## src/odo_smul.sv

```systemverilog
`timescale 1ns / 1ps

// Radix-2 serial multiplier: one multiplier bit per cycle while i_step is high, product shifts in from the top
module odo_smul #(
    parameter int unsigned WA       = 32,
    parameter int unsigned WB       = 32,
    parameter bit          B_SIGNED = 1'b0
) (
    input  logic                   i_clk,
    input  logic                   i_rst_n,
    input  logic                   i_load,
    input  logic                   i_step,
    input  logic signed [WA-1:0]   i_a,
    input  logic        [WB-1:0]   i_b,
    output logic        [WA+WB:0]  o_prod
);
    localparam int unsigned CW = $clog2(WB + 1);

    logic signed [WA:0]   r_hi;
    logic        [WB-1:0] r_lo;
    logic signed [WA-1:0] r_a;
    logic        [CW-1:0] r_cnt;
    logic signed [WA:0]   addend;
    logic signed [WA:0]   sum;
    logic                 last;

    // Select the partial product; a signed multiplier's top bit weighs negative
    assign last = (r_cnt == CW'(WB - 1));
    always_comb begin
        if (!r_lo[0]) begin
            addend = '0;
        end else if (B_SIGNED && last) begin
            addend = -{r_a[WA-1], r_a};
        end else begin
            addend = {r_a[WA-1], r_a};
        end
        sum = r_hi + addend;
    end

    // Load operands, then add and shift one bit per step
    always_ff @(posedge i_clk) begin
        if (!i_rst_n) begin
            r_cnt <= '0;
        end else if (i_load) begin
            r_cnt <= '0;
        end else if (i_step) begin
            r_cnt <= r_cnt + 1'b1;
        end
        if (i_load) begin
            r_hi <= '0;
            r_lo <= i_b;
            r_a  <= i_a;
        end else if (i_step) begin
            r_hi <= {sum[WA], sum[WA:1]};
            r_lo <= {sum[0], r_lo[WB-1:1]};
        end
    end

    assign o_prod = {r_hi, r_lo};
endmodule

```

## config.mk

```make
export PLATFORM = sky130hd
export DESIGN_NAME = odo_smul
export DESIGN_NICKNAME = d
export VERILOG_FILES = /design/src/odo_smul.sv
export SDC_FILE = /design/constraint.sdc
export NUM_CORES = 1
export LEC_CHECK = 0
export ABC_AREA = 1
export BUFFER_PORTS_ARGS = -buffer_cell sky130_fd_sc_hd__buf_2
export CAP_MARGIN = 20
export CORE_ASPECT_RATIO = 0.8
export CORE_MARGIN = 2
export CORE_UTILIZATION = 46
export DETAILED_ROUTE_END_ITERATION = 12
export GPL_TIMING_DRIVEN = 0
export PLACE_DENSITY = 0.76
export SYNTH_ARGS = -nofsm -noshare
export SYNTH_HDL_FRONTEND = slang
export SYNTH_SLANG_ARGS = --single-unit
```

## constraint.sdc

```tcl
create_clock -name i_clk -period 2.7 [get_ports i_clk]
set_clock_uncertainty 0.15 [all_clocks]
set_input_delay 0.675 -clock i_clk [delete_from_list [all_inputs] [get_ports i_clk]]
set_output_delay 0.675 -clock i_clk [all_outputs]
set_load 0.03 [all_outputs]
```

==> implementation parameters <==
Parameter                              Value

GRT
  Pin count of the biggest net entering global routing ... 37
  Vias in the first global route ... 5473
  Global Route Usage Sum ... 0.243
  Initial antenna violation count ... 0
  Remaining global-route overflow ... 0
  Global-route wire length before repair ... 27200 µm

Timing
  Clock period minus worst slack ... 2580 ps
  Slew HR ... 0.526
  Final setup vio count ... 0
  RSZ-0062 raised after global routing ... yes
  Max-slew violation count ... 0
  Maximum clock rate ... 388 MHz
  Least-Margin Pin Slew ... 711 ps
  Count of endpoints failing hold in the final timing report ... 0
  Share of the clock period used by the worst path after layout ... 0.954

Yosys
  Post-synth cell types ... 31
  Largest area contributor in the netlist ... sky130_fd_sc_hd__edfxtp_1
  Proportion of synthesized flip-flops having asynchronous set or reset ... 0
  Average cell area after synthesis ... 6.84 µm²
  Synthesized flop and latch total ... 96
  Count of mapped cells out of synthesis ... 897
  Post-Syn Area ... 0.00613 mm²
  Nets in the synthesized netlist ... 998
  Count of flip-flops with a built-in enable after synthesis ... 64
  Top flip-flop cell by instance count after synthesis ... sky130_fd_sc_hd__edfxtp_1
  Ranking of synthesized cells by area ... sky130_fd_sc_hd__edfxtp_1 31%, sky130_fd_sc_hd__nand2_1 23%, sky130_fd_sc_hd__inv_1 10%
  Yosys warning count ... 0
  Area share of the leading cell type in the synthesized netlist ... 0.313
  Share of the yosys chip area belonging to registers ... 0.418

Pwr
  Total power ... 0.00416 W
  PwrDens ... 562 mW/mm²
  Leakage dissipation ... 4.28 nW
  Maximum vdd ir drop ... 318 µV

Critical path
  WP data required ... 2790 ps
  Critical path's largest stage delay ... 540 ps
  Top Family by Delay on Critical Path ... simple AND/OR/NAND/NOR gates
  Worst-path cell with the longest stage delay ... sky130_fd_sc_hd__edfxtp_1
  Depth of the worst register-to-register path ... 16
  Most frequent CP cell ... sky130_fd_sc_hd__nand2_1
  R2R setup slack ... 120 ps
  Cell-by-cell trace of the critical path ... buf_6 > nand2_1 > inv_1 > ha_1 > nand2_1 > inv_1 > nand2_1 > nand2_1 > nand2_1 > nand3b_1 > nand2_1 > nand2_1 > nand2_1 > nand3_1 > nand2_1 > inv_1
  Kind of critical path ... flip-flop to flip-flop
  Endpoint type of the worst setup path ... flip-flop
  Startpoint types ... flip-flop
  Critical Path AT ... 2670 ps
  Beginning of the worst register-to-register path ... r_lo[0]$_DFFE_PP_
  Buffers plus inverters on the worst setup path ... 4
  Maximum fanout encountered on the critical timing path ... 10
  Worst R2R End ... r_hi[26]$_SDFFE_PP0P_

Route
  DR vias ... 5836
  Antenna-violating nets left ... 0
  Drt first pass iters ... 7
  Average wire per cell in the routed design ... 13.7 µm
  Drt via density ... 4.78
  Overall routed net length ... 16700 µm
  First DRT Iteration DRCs ... 453
  DRC violation count after routing ... 0

Hold path
  Hold Path Stages ... 2
  Path category of the worst min-delay check ... flip-flop to flip-flop
  Hold Path Sink ... r_hi[8]$_SDFFE_PP0P_
  Hold_sp ... r_hi[8]$_SDFFE_PP0P_

Placed design
  Number of buffer cells added on primary ports ... 131
  Final HPWL DP ... 13100 µm
  Final weighted congestion of routability-driven global placement ... 0.922

Layout
  Share of the core filled with cells ... 0.571
  Layout overhead on the synthesized area ... 20.7%
  Ratio of cells with drive above 1 in the final layout ... 0.181
  Ant diodes ... 0
  Total of fill cells in the finished design ... 1287
  Fin nets ... 1143

Clocking
  Level count of the clock H-tree ... 3
  CTS max path bufs ... 2
  TritonCTS clock tree ... done
  Number of buffers added by the clock tree synthesis step ... 9
  Library cell used as clock root buffer ... sky130_fd_sc_hd__clkbuf_16
  Insertion delay to the later sink of the worst-skew pair ... 350 ps
  Number of clock sinks seen by CTS ... 96
  Reg clk slew, reported paths ... 80 ps
  Count of hold buffers inserted by post-cts repair ... 0

Floorplanning
  Initial core utilization ... 0.473
  Rows ... 37
  Top-level I/O count ... 133
  Overall die width ... 133 µm
  Die H ... 107 µm
  CORE AREA ... 0.0130 mm²
  Area of the die ... 0.0143 mm²

Flow run
  Max_cap viols ... 0

Status
  Result of the run ... completed
area by class of cell:
type                       count  area, µm²  area share
multi-input combinational    612       2910       0.392
clock buffer                   9        225      0.0304
sequential                    96       2560       0.346
clock inverter                 7       58.8     0.00794
timing repair buffer         134        701      0.0946
inverter                     172        646      0.0872
tap                          175        219      0.0296
buffer                        17       88.8      0.0120
cells in the final DEF (no fill, tap or decap), types with 10 or more instances in the layout:
cell	n
sky130_fd_sc_hd__xnor2_1	10
sky130_fd_sc_hd__o21ai_0	10
sky130_fd_sc_hd__buf_2	132
sky130_fd_sc_hd__nand2_2	12
sky130_fd_sc_hd__nand2_1	378
sky130_fd_sc_hd__nand3_1	38
sky130_fd_sc_hd__clkbuf_1	11
sky130_fd_sc_hd__edfxtp_1	64
sky130_fd_sc_hd__inv_1	171
sky130_fd_sc_hd__nor2_1	70
sky130_fd_sc_hd__ha_1	30
sky130_fd_sc_hd__a21oi_1	22
sky130_fd_sc_hd__dfxtp_1	32
tightest hold or removal path: stages (launching register included):
cell and delay, ps:
sky130_fd_sc_hd__dfxtp_1 330, sky130_fd_sc_hd__nand2_1 60, sky130_fd_sc_hd__o21ai_0 60
kinds of logic after synthesis:
kind of cell / count (synthesis) / synth area share
buffers and inverters: 189 / 0.117
xor gates and xnor gates: 11 / 0.0157
DFF: 96 / 0.418
adders and majority gates: 33 / 0.0685
AOI/OAI and AO/OA: 47 / 0.0437
and+or+nand+nor: 521 / 0.338
synthesized netlist by cell type, drive strengths merged (3+ instances only):
cell,n
a32o,3
nor2,79
inv,171
xnor2,10
ha,32
edfxtp,64
dfxtp,32
o21bai,3
nand2,390
a21oi,25
clkbuf,14
nand3,41
o21ai,14
buf,3
and2,3
or2,3
flip-flops by register name, indices dropped and copies added (netlist names):
register and count:
r_hi 32, r_a 32, r_lo 32
layer usage:
metal	routed length, µm	share of wire	global-route usage	vias up
met1	8070	0.48	0.350	2596
li1	-	-	-	3012
met4	178	0.011	0.0471	0
met2	6980	0.42	0.377	214
met5	0	0	0	-
met3	1450	0.087	0.0546	14
through the flow:
stage | TNS (ps) | cells | worst slack (ps) | cell area (µm²) | hold slack [ps]
after floorplan | 0 | 897 | 293 | 6130 | 448
after global placement | -33050 | 1203 | -799 | 7010 | 322
after detailed placement | -22000 | 1204 | -406 | 7040 | 333
after CTS | 0 | 1221 | 18.6 | 7330 | 344
after global routing | -15.5 | 1222 | -8.41 | 7410 | 335
final | 0 | 1222 | 124 | 7410 | 344
repair_timing:
item | 4_1_cts | 5_1_grt
setup buffers | 1 | 1
pin swaps | 0 | 1
gates cloned | 0 | 0
endpoints found under the setup margin | 41 | 21
resized for setup | 4 | 29
where the power goes:
part / switching, W / internal (W) / leakage, nW / total [W]
Sequential: 0.0000876 / 0.00172 / 0.912 / 0.00181
Clock: 0.000621 / 0.000645 / 0.141 / 0.00127
Combinational: 0.000729 / 0.000360 / 3.23 / 0.00109
how the worst max path moves through the flow:
| stage | cells past startpoint | to | startpoint | slack, ps |
|---|---|---|---|---|
| detailed placement | 5 | r_lo[7]$_DFFE_PP_ | i_load | -410 |
| global placement | 4 | r_lo[7]$_DFFE_PP_ | i_load | -800 |
| finish | 16 | r_hi[26]$_SDFFE_PP0P_ | r_lo[0]$_DFFE_PP_ | 120 |
| floorplan | 10 | r_hi[5]$_SDFFE_PP0P_ | r_lo[0]$_DFFE_PP_ | 290 |
| CTS | 16 | r_hi[31]$_SDFFE_PP0P_ | r_lo[0]$_DFFE_PP_ | 20 |
| global route | 14 | r_hi[29]$_SDFFE_PP0P_ | r_lo[0]$_DFFE_PP_ | -8 |
Note: power is estimated with default switching activity, not from simulation.
