## src/odo_pkg.sv

```systemverilog
`timescale 1ns / 1ps

package odo_pkg;

    // Configuration register indexes
    localparam logic REG_DIST_PER_COUNT      = 1'b0;
    localparam logic REG_TURN_PER_COUNT_DIFF = 1'b1;

    // CORDIC datapath width and start vector (gain 0.60725293500888 in Q4.30)
    localparam int unsigned CORDIC_W = 34;
    localparam logic signed [CORDIC_W-1:0] CORDIC_GAIN_Q30 = 34'sd652032874;

    // One input word: the two wheel counter values
    typedef struct packed {
        logic signed [31:0] left_count;
        logic signed [31:0] right_count;
    } t_counts;

    // One output word: the pose after the tick
    typedef struct packed {
        logic signed [47:0] pose_x;
        logic signed [47:0] pose_y;
        logic        [31:0] heading;
    } t_pose;

    // Arctangent of 2^-i in binary-angle units, rounded
    function automatic logic [31:0] odo_atan(input logic [4:0] idx);
        logic [31:0] v;
        case (idx)
            5'd0:  v = 32'd536870912;
            5'd1:  v = 32'd316933406;
            5'd2:  v = 32'd167458907;
            5'd3:  v = 32'd85004756;
            5'd4:  v = 32'd42667331;
            5'd5:  v = 32'd21354465;
            5'd6:  v = 32'd10679838;
            5'd7:  v = 32'd5340245;
            5'd8:  v = 32'd2670163;
            5'd9:  v = 32'd1335087;
            5'd10: v = 32'd667544;
            5'd11: v = 32'd333772;
            5'd12: v = 32'd166886;
            5'd13: v = 32'd83443;
            5'd14: v = 32'd41722;
            5'd15: v = 32'd20861;
            5'd16: v = 32'd10430;
            5'd17: v = 32'd5215;
            5'd18: v = 32'd2608;
            5'd19: v = 32'd1304;
            5'd20: v = 32'd652;
            5'd21: v = 32'd326;
            5'd22: v = 32'd163;
            5'd23: v = 32'd81;
            5'd24: v = 32'd41;
            5'd25: v = 32'd20;
            5'd26: v = 32'd10;
            5'd27: v = 32'd5;
            5'd28: v = 32'd3;
            5'd29: v = 32'd1;
            5'd30: v = 32'd1;
            default: v = 32'd0;
        endcase
        return v;
    endfunction

endpackage

```

## src/odo_cordic.sv

```systemverilog
`timescale 1ns / 1ps

// Iterative rotation-mode CORDIC, one step per cycle
module odo_cordic #(
    parameter int unsigned STEPS = 24
) (
    input  logic                                i_clk,
    input  logic                                i_rst_n,
    input  logic                                i_load,
    input  logic [31:0]                         i_angle,
    output logic signed [odo_pkg::CORDIC_W-1:0] o_cos,
    output logic signed [odo_pkg::CORDIC_W-1:0] o_sin
);
    import odo_pkg::*;

    logic signed [CORDIC_W-1:0] r_x;
    logic signed [CORDIC_W-1:0] r_y;
    logic signed [CORDIC_W-1:0] r_z;
    logic                       r_flip;
    logic [5:0]                 r_i;
    logic signed [CORDIC_W-1:0] z_in;
    logic signed [CORDIC_W-1:0] xs;
    logic signed [CORDIC_W-1:0] ys;
    logic signed [CORDIC_W-1:0] at;

    assign z_in = {{(CORDIC_W-32){i_angle[31]}}, i_angle};
    assign xs   = r_x >>> r_i;
    assign ys   = r_y >>> r_i;
    assign at   = {{(CORDIC_W-32){1'b0}}, odo_atan(r_i[4:0])};

    always_ff @(posedge i_clk) begin
        if (!i_rst_n) begin
            r_i <= 6'(STEPS);
        end else if (i_load) begin
            r_i <= '0;
        end else if (r_i < 6'(STEPS)) begin
            r_i <= r_i + 1'b1;
        end
        // Fold the angle into a quarter turn either side of zero
        if (i_load) begin
            r_x <= CORDIC_GAIN_Q30;
            r_y <= '0;
            if (z_in > 34'sd1073741824) begin
                r_z    <= z_in - 34'sd2147483648;
                r_flip <= 1'b1;
            end else if (z_in < -34'sd1073741824) begin
                r_z    <= z_in + 34'sd2147483648;
                r_flip <= 1'b1;
            end else begin
                r_z    <= z_in;
                r_flip <= 1'b0;
            end
        end else if (r_i < 6'(STEPS)) begin
            if (!r_z[CORDIC_W-1]) begin
                r_x <= r_x - ys;
                r_y <= r_y + xs;
                r_z <= r_z - at;
            end else begin
                r_x <= r_x + ys;
                r_y <= r_y - xs;
                r_z <= r_z + at;
            end
        end
    end

    assign o_cos = r_flip ? -r_x : r_x;
    assign o_sin = r_flip ? -r_y : r_y;
endmodule

```

## config.mk

```make
export PLATFORM = sky130hd
export DESIGN_NAME = odo_cordic
export DESIGN_NICKNAME = d
export VERILOG_FILES = /design/src/odo_pkg.sv /design/src/odo_cordic.sv
export SDC_FILE = /design/constraint.sdc
export NUM_CORES = 1
export LEC_CHECK = 0
export BUFFER_PORTS_ARGS = -buffer_cell sky130_fd_sc_hd__buf_2
export CORE_MARGIN = 3
export CORE_UTILIZATION = 45
export DETAILED_ROUTE_END_ITERATION = 10
export PLACE_DENSITY_LB_ADDON = 0.25
export SYNTH_ARGS = -nofsm -noshare
export SYNTH_HDL_FRONTEND = slang
export SYNTH_SLANG_ARGS = --single-unit
```

## constraint.sdc

```tcl
create_clock -name i_clk -period 7.7 [get_ports i_clk]
set_input_delay 1.925 -clock i_clk [delete_from_list [all_inputs] [get_ports i_clk]]
set_output_delay 1.925 -clock i_clk [all_outputs]
set_load 0.02 [all_outputs]
```

==> out/qor.yml, run 1 <==
route:
  ant_nets: 0
  drt_iter0_markers: 1814
  drc: 0
  via_count: 18229
  firstDrtPassIters: 5
  routed_via_density: 6.496
  wl_per_cell_um: 23.94
  routed_wl_um: 67180
power_and_ir_drop:
  leakagePower_nw: 7.629
  peakVddDrop_uv: 271.1
  p_per_area_nw_per_um2: 468.1
clock_tree:
  cts_resized: 0
  cts.path.max_buffers: 2
  cts_tree: "done"
  cts_made_buffers: 9
  cts.sinks: 109
  post_cts_buffers: 0
  cts.htree.levels: 3
  clkLatencyLatePin_ns: 0.40
  root_buffer: "clkbuf_16"
  ctsHoldBuffers: 0
  cts.clk_slew.worst_paths_ns: 0.08
timing:
  fin_worst_skew_ns: 0.01335
  rsz0062_at_grt: "false"
  max_freq_ghz: 0.1395
  finalCriticalPeriod_ns: 7.167
  slew_headroom_pct: 22.38
  worst_slew_pin_slew_ns: 1.160
  drv_slew: 0
  fin_tns_setup_ns: 0
  hold_violations: 0
  period_share_pct: 93.07
  setup_viol_count_final: 0
floorplanning:
  start_util_pct: 46.11
  core-area_um2: 39100
  rows: 72
  io_pins: 103
  die_w_um: 206.2
  die_area_um2: 42500
  die_y_um: 206.2
synthesis:
  synth_area_um2: 18030
  synth_edf_count: 35
  synth_cell_types: 104
  async_flop_share_pct: 0
  yosys_warnings: 0
  ys_seq_elements: 109
  syn_avg_cell_area_um2: 7.839
  synth_top_area_cell: "xnor2_1"
  yosysSeqAreaShare_pct: 14.05
  synth_flop_cell: "dfxtp_1"
  synth_top_area_share_pct: 8.307
  syn_nets: 2452
  synthCells: 2300
  synth_area_leaders: "xnor2_1 (8.3%), dfxtp_1 (8.2%), mux4_2 (8.0%), ha_1 (7.9%), edfxtp_1 (5.8%)"
cells_and_area:
  drive_gt1_share_pct: 15.26
  stdcell_count: 2806
  mostFrequentLayoutCells: "nand2_1 (260), a21oi_1 (205), xnor2_1 (171)"
  area_growth_pct: 5.767
  finalNetCount: 2434
  ff_latch_area_um2: 2545
  layout_commonest_cell: "nand2_1"
  n_fill_cell: 3873
  multi_input_comb_area_um2: 14460
flow_run:
  drv_cap: 0
setup_path:
  path_max_fanout: 46
  crit_start: "r_i[1]"
  cp.arrival_ns: 7.47
  cp_slowest_stage_delay_ns: 0.79
  worstSetupPathType: "reg2reg"
  worstSetupStartpointType: "register"
  end_kind: "register"
  cpMaxStageDelayCell: "dfxtp_4"
  crit_required_ns: 8.00
  r2r-start: "r_i[1]"
  path_cells: "buf_4 -> mux4_2 -> mux2i_1 -> nor2_1 -> nor3_1 -> nand2_1 -> and2_1 -> inv_1 -> ha_1 -> nand2_1 -> nor3_4 -> a21oi_1 -> xnor2_1 -> ha_1 -> o21a_1 -> o21ai_0 -> a21oi_1 -> a21o_1 -> a41oi_1 -> o21a_1 -> o31ai_1 -> o2111ai_1 -> a21o_1 -> a32o_1"
global_routing:
  grt_usage_pct: 31.36
  grt_max_degree: 88
  grt_pass1_vias: 17134
  grt_pass1_wl_um: 103000
  grt-ovfl-total: 0
  antenna_found_initial: 0
placement:
  numPortBuffers: 102
  dpl.cell_count: 2789
  place.gp.congestion: 1.042
  dp_hpwl_um: 51140
hold_path:
  hold_class: "reg2reg"
  min-delay-start: "r_x[0]"
run_status:
  outcome: "completed"
==> final cells by class <==
type                    count  area share [%]
multi-input cells        1956           75.82
flip-flops and latches    109           13.35
repair buffers            158           4.895
well taps                 518           3.399
clock buffers              11           1.384
inverters                  48          0.9448
clock inverters             5          0.2034
diodes                      1         0.01312
==> metal layers <==
layer  part of all wire (%)  global-route usage (%)  up-vias
met2                     44                   48.60      814
li1                       -                       -     8483
met3                    8.4                   5.402      125
met1                     44                   43.57     8807
met4                    3.7                   12.02        0
met5                      0                       0        -
==> cells in the mapped netlist (45+ instances only) <==
| master | number |
|---|---|
| nand2_1 | 261 |
| a21oi_1 | 205 |
| xnor2_1 | 171 |
| nor2_1 | 147 |
| o21ai_0 | 138 |
| ha_1 | 114 |
| clkbuf_1 | 112 |
| mux2i_1 | 76 |
| dfxtp_1 | 74 |
| a21o_1 | 71 |
| mux4_2 | 64 |
| xor2_1 | 59 |
| mux2_2 | 54 |
| inv_1 | 45 |
==> where the power goes <==
group	leakage, nW	internal (W)	switching (W)
Combinational	6.50	0.00307	0.00396
Sequential	0.978	0.000870	0.000520
Clock	0.149	0.000251	0.000253
Total	7.63	0.00420	0.00473
==> kinds of logic (layout without fill, tap and decap cells) <==
group | after synthesis | in the layout | share of synthesized area [%]
flops | 109 | 109 | 14.05
mux | 196 | 196 | 15.73
compound gates | 730 | 730 | 26.56
fa+ha+maj | 117 | 117 | 8.244
xor+xnor | 230 | 230 | 11.17
other cells | 0 | 1 | 0
buf+inv | 235 | 222 | 5.822
simple gates | 683 | 683 | 18.42
==> registers in the layout, indices dropped and copies added (netlist names) <==
name and cells:
r_x 34, r_y 34, r_i 6, r_z 34
r_flip 1
==> path summary, 6_finish.rpt <==
kind	endpoint	slack, ns	cells past startpoint
min	r_x[0]	0.55	2
max	r_y[32]	0.53	24
max reg2reg	r_y[32]	0.53	24
min reg2reg	r_x[0]	0.55	2
==> worst max-delay path, delay by kind of cell, from the launching register on <==
kind | cells | cell delay, ns
adders and majority gates | 2 | 0.54
AOI/OAI and AO/OA | 11 | 2.37
and+or+nand+nor | 6 | 1.30
DFF | 1 | 0.79
xor gates and xnor gates | 1 | 0.15
buffers and inverters | 2 | 0.69
muxes | 2 | 1.13
==> through the flow <==
stage / power (W) / instance area [um^2] / worst slack (ns) / utilization (%) / hold WS [ns]
6_report: 0.008926 / 19070 / 0.5333 / 48.77 / 0.5528
5_1_grt: 0.009741 / 19070 / 0.1360 / 48.77 / 0.5979
4_1_cts: 0.008840 / 19070 / 0.6644 / 48.77 / 0.5527
3_5_place_dp: 0.008269 / 18760 / 0.6869 / 47.99 / 0.5422
3_3_place_gp: 0.008158 / 18760 / 0.8251 / 47.99 / 0.5248
2_1_floorplan: 0.006676 / 18030 / 1.780 / - / 0.4879
Note: power is estimated with default switching activity, not from simulation.
==> run 2: changes to the inputs <==
- ABC_AREA: default -> 1
- PLACE_DENSITY_LB_ADDON: 0.25 -> default
==> run 2 against run 1 <==
- core utilization rose by 0.14 points
- non-clock buffer count fell by 30
- clock power rose by 2%
- global-route usage rose by 3.1 points
- count of clock-buffer cells in the layout fell by 2
- design area rose by 0.75%
- flip-flop and latch count did not move
- register-to-register slack improved by 1.1 ns
- routed wire length rose by 11%
==> out/qor.yml, run 2 <==
setup_path:
  cpMaxStageDelayCell: "inv_2"  # was dfxtp_4
  reg2reg_to: "r_z[29]"  # was r_y[32]
  cp_slowest_stage_delay_ns: 0.60  # was 0.79 ns
  worstSetupPathType: "reg2reg"  # unchanged
  crit_required_ns: 7.87  # was 8.00 ns
  crit_start: "r_i[0]"  # was r_i[1]
  worstSetupEndpoint: "r_z[29]"  # was r_y[32]
  worstSetupStartpointType: "register"  # unchanged
  ff2ff_setup_slack_ns: 1.62  # was 0.53 ns
  cp.arrival_ns: 6.25  # was 7.47 ns
  reg2reg_depth: 31  # was 24
  end_kind: "register"  # unchanged
  critPathMostFrequentCell: "nand2_1"
  path_max_fanout: 50  # was 46
  r2r-start: "r_i[0]"  # was r_i[1]
hold_path:
  hold_class: "reg2reg"  # unchanged
clock_tree:
  cts.htree.levels: 3  # unchanged
  cts_tree: "done"  # unchanged
  clkLatencyLatePin_ns: 0.41  # was 0.40 ns
  cts.sinks: 109  # unchanged
  cts_resized: 0  # unchanged
  cts.clk_slew.worst_paths_ns: 0.09  # was 0.08 ns
  root_buffer: "clkbuf_16"  # unchanged
  cts.path.max_buffers: 2  # unchanged
  cts_made_buffers: 9  # unchanged
  post_cts_buffers: 0  # unchanged
  ctsHoldBuffers: 0  # unchanged
synthesis:
  synth_edf_count: 35  # unchanged
  synthTopCellsByCount: "nand2_1 (867), nand3_1 (427), inv_1 (338)"  # was nand2_1 (261), a21oi_1 (205), xnor2_1 (171)
  synth_area_um2: 18150  # was 18,030 um^2
  yosysMostFrequentCell: "nand2_1"  # unchanged
  synth_area_leaders: "nand2_1 (18%), nand3_1 (12%), dfxtp_1 (8.2%), ha_1 (7.9%), inv_1 (7.0%)"  # was xnor2_1 (8.3%), dfxtp_1 (8.2%), mux4_2 (8.0%), ha_1 (7.9%), edfxtp_1 (5.8%)
  synth_flop_cell: "dfxtp_1"  # unchanged
  async_flop_share_pct: 0  # unchanged
  synth_cell_types: 62  # was 104
  syn_avg_cell_area_um2: 5.714  # was 7.839 um^2
  synth_top_area_share_pct: 17.93  # was 8.307%
  synthCells: 3177  # was 2,300
  yosys_warnings: 0  # unchanged
  ys_seq_elements: 109  # unchanged
  synth_top_area_cell: "nand2_1"  # was xnor2_1
  yosysSeqAreaShare_pct: 13.95  # was 14.05%
  syn_nets: 3329  # was 2,452
global_routing:
  grt_max_degree: 86  # was 88
  grt_pass1_vias: 19836  # was 17.13k
  antenna_found_initial: 0  # unchanged
  grt_pass1_wl_um: 113300  # was 103,000 um
  grt-ovfl-total: 0  # unchanged
  grt_usage_pct: 34.43  # was 31.36%
route:
  routed_wl_um: 74700  # was 67,180 um
  drt-met1-wl_um: 33280  # was 29,230 um
  wl_met3_um: 6167  # was 5662 um
  drc: 0  # unchanged
  ant_nets: 0  # unchanged
  drt_iter0_markers: 2426  # was 1,814
  routed_via_density: 5.799  # was 6.496
  via_count: 21532  # was 18.23k
  firstDrtPassIters: 6  # was 5
  wl_per_cell_um: 20.12  # was 23.94 um
  highest_layer: "met4"  # unchanged
  dr_wl_met2_um: 31830  # was 29,800 um
cells_and_area:
  stdcell_count: 3713  # was 2,806
  fin_area_um2: 19210  # was 19,070 um^2
  finalNetCount: 3341  # was 2,434
  mostFrequentLayoutCells: "nand2_1 (866), nand3_1 (427), inv_1 (336)"  # was nand2_1 (260), a21oi_1 (205), xnor2_1 (171)
  area_growth_pct: 5.831  # was 5.767%
  drive_gt1_share_pct: 7.107  # was 15.26%
  final_core_util_pct: 48.91  # was 48.77%
  layout_commonest_cell: "nand2_1"  # unchanged
  reg.largest.list: "r_x x34, r_y x34, r_z x34"  # unchanged
power_and_ir_drop:
  peakVddDrop_uv: 354.4  # was 271.1 uV
  leakagePower_nw: 9.864  # was 7.629 nW
  p_per_area_nw_per_um2: 526.6  # was 468.1 nW/um^2
timing:
  fin_tns_setup_ns: 0  # unchanged
  worst_slew_pin_slew_ns: 1.017  # was 1.160 ns
  slew_headroom_pct: 32.08  # was 22.38%
  fin_worst_skew_ns: 0.01173  # was 0.01335 ns
  hold_violations: 0  # unchanged
  setup_viol_count_final: 0  # unchanged
  finalCriticalPeriod_ns: 6.079  # was 7.167 ns
  layout_setup_ws_ns: 1.621  # was 0.5333 ns
  period_share_pct: 78.95  # was 93.07%
  max_freq_ghz: 0.1645  # was 0.1395 GHz
  rsz0062_at_grt: "false"  # unchanged
  drv_slew: 0  # unchanged
placement:
  dp_slack_ns: 1.806  # was 0.6869 ns
  numPortBuffers: 102  # unchanged
  dpl-instance-area_um2: 18920  # was 18,760 um^2
  dpl.cell_count: 3696  # was 2,789
  place.gp.congestion: 0.9944  # was 1.042
  dp_hpwl_um: 59720  # was 51,140 um
floorplanning:
  die_y_um: 206.9  # was 206.2 um
  io_pins: 103  # unchanged
  die_w_um: 206.9  # was 206.2 um
  start_util_pct: 46.22  # was 46.11%
  die_area_um2: 42790  # was 42,500 um^2
  rows: 72  # unchanged
  core-area_um2: 39280  # was 39,100 um^2
run_status:
  outcome: "completed"  # unchanged
flow_run:
  drv_cap: 0  # unchanged
==> run 2: cell count changes in the layout (fill, tap and decap cells not counted), moves of 54 or more <==
cell	previous run	this run
mux2i_1	76	0
nand2_1	260	866
nand3_1	30	427
a21o_1	71	9
xor2_1	59	130
xnor2_1	171	55
mux4_2	64	0
nor2_1	146	310
mux2_2	54	0
inv_1	45	336
==> run 2: routing by layer <==
metal / GRT usage, % / vias up
met5: 0 / -
met4: 15.58 / 0
met3: 5.943 / 153
met2: 52.71 / 905
met1: 47.34 / 9892
li1: - / 10582
==> run 2: final cells by class <==
type / count / area [um^2]
Multi-Input combinational cell: 2593 / 13720
Inverter: 348 / 1308
Fill cell: 4330 / 20070
Timing Repair Buffer: 128 / 705.7
Sequential cell: 109 / 2536
Clock buffer: 9 / 225.2
Tap cell: 518 / 648.1
Clock inverter: 7 / 65.06
Antenna cell: 1 / 2.502
==> run 2: logic make-up after synthesis <==
group / synth area share (%)
AND/OR/NAND/NOR: 41.91
adder cells (fa/ha/maj): 8.188
AO/OA/AOI/OAI: 16.53
XOR/XNOR: 8.925
flip-flops: 13.95
buffers and inverters: 10.49
==> run 2: worst min path at each step <==
stage	startpoint	to	slack [ns]	cells after the start
2_1_floorplan	r_y[28]	r_y[28]	0.52	2
3_5_place_dp	r_x[3]	r_x[3]	0.60	2
5_1_grt	r_x[3]	r_x[3]	0.66	2
3_3_place_gp	r_x[3]	r_x[3]	0.59	2
6_report	r_x[3]	r_x[3]	0.62	2
4_1_cts	r_x[3]	r_x[3]	0.61	2
==> run 2: through the flow <==
step                      power, W  hold slack [ns]
after floorplan           0.007143           0.5156
after global placement    0.009363           0.5922
after detailed placement  0.009419           0.5962
after CTS                 0.009973           0.6098
after global routing       0.01112           0.6558
final                      0.01012           0.6161
==> run 2: power by group <==
part,leakage [nW],switching (W),total [W],internal [W]
clock,0.139,0.000285,0.000512,0.000227
sequential,0.978,0.000454,0.00133,0.000875
combinational,8.75,0.00548,0.00828,0.00280
==> run 2: worst max-delay path, delay by kind of cell, from the launching register on <==
family	cells	cell delay, ns
flip-flops	1	0.33
buffers and inverters	4	0.83
adder cells (fa/ha/maj)	3	0.89
AO/OA/AOI/OAI	8	1.89
AND/OR/NAND/NOR	15	1.77
XOR/XNOR	1	0.10
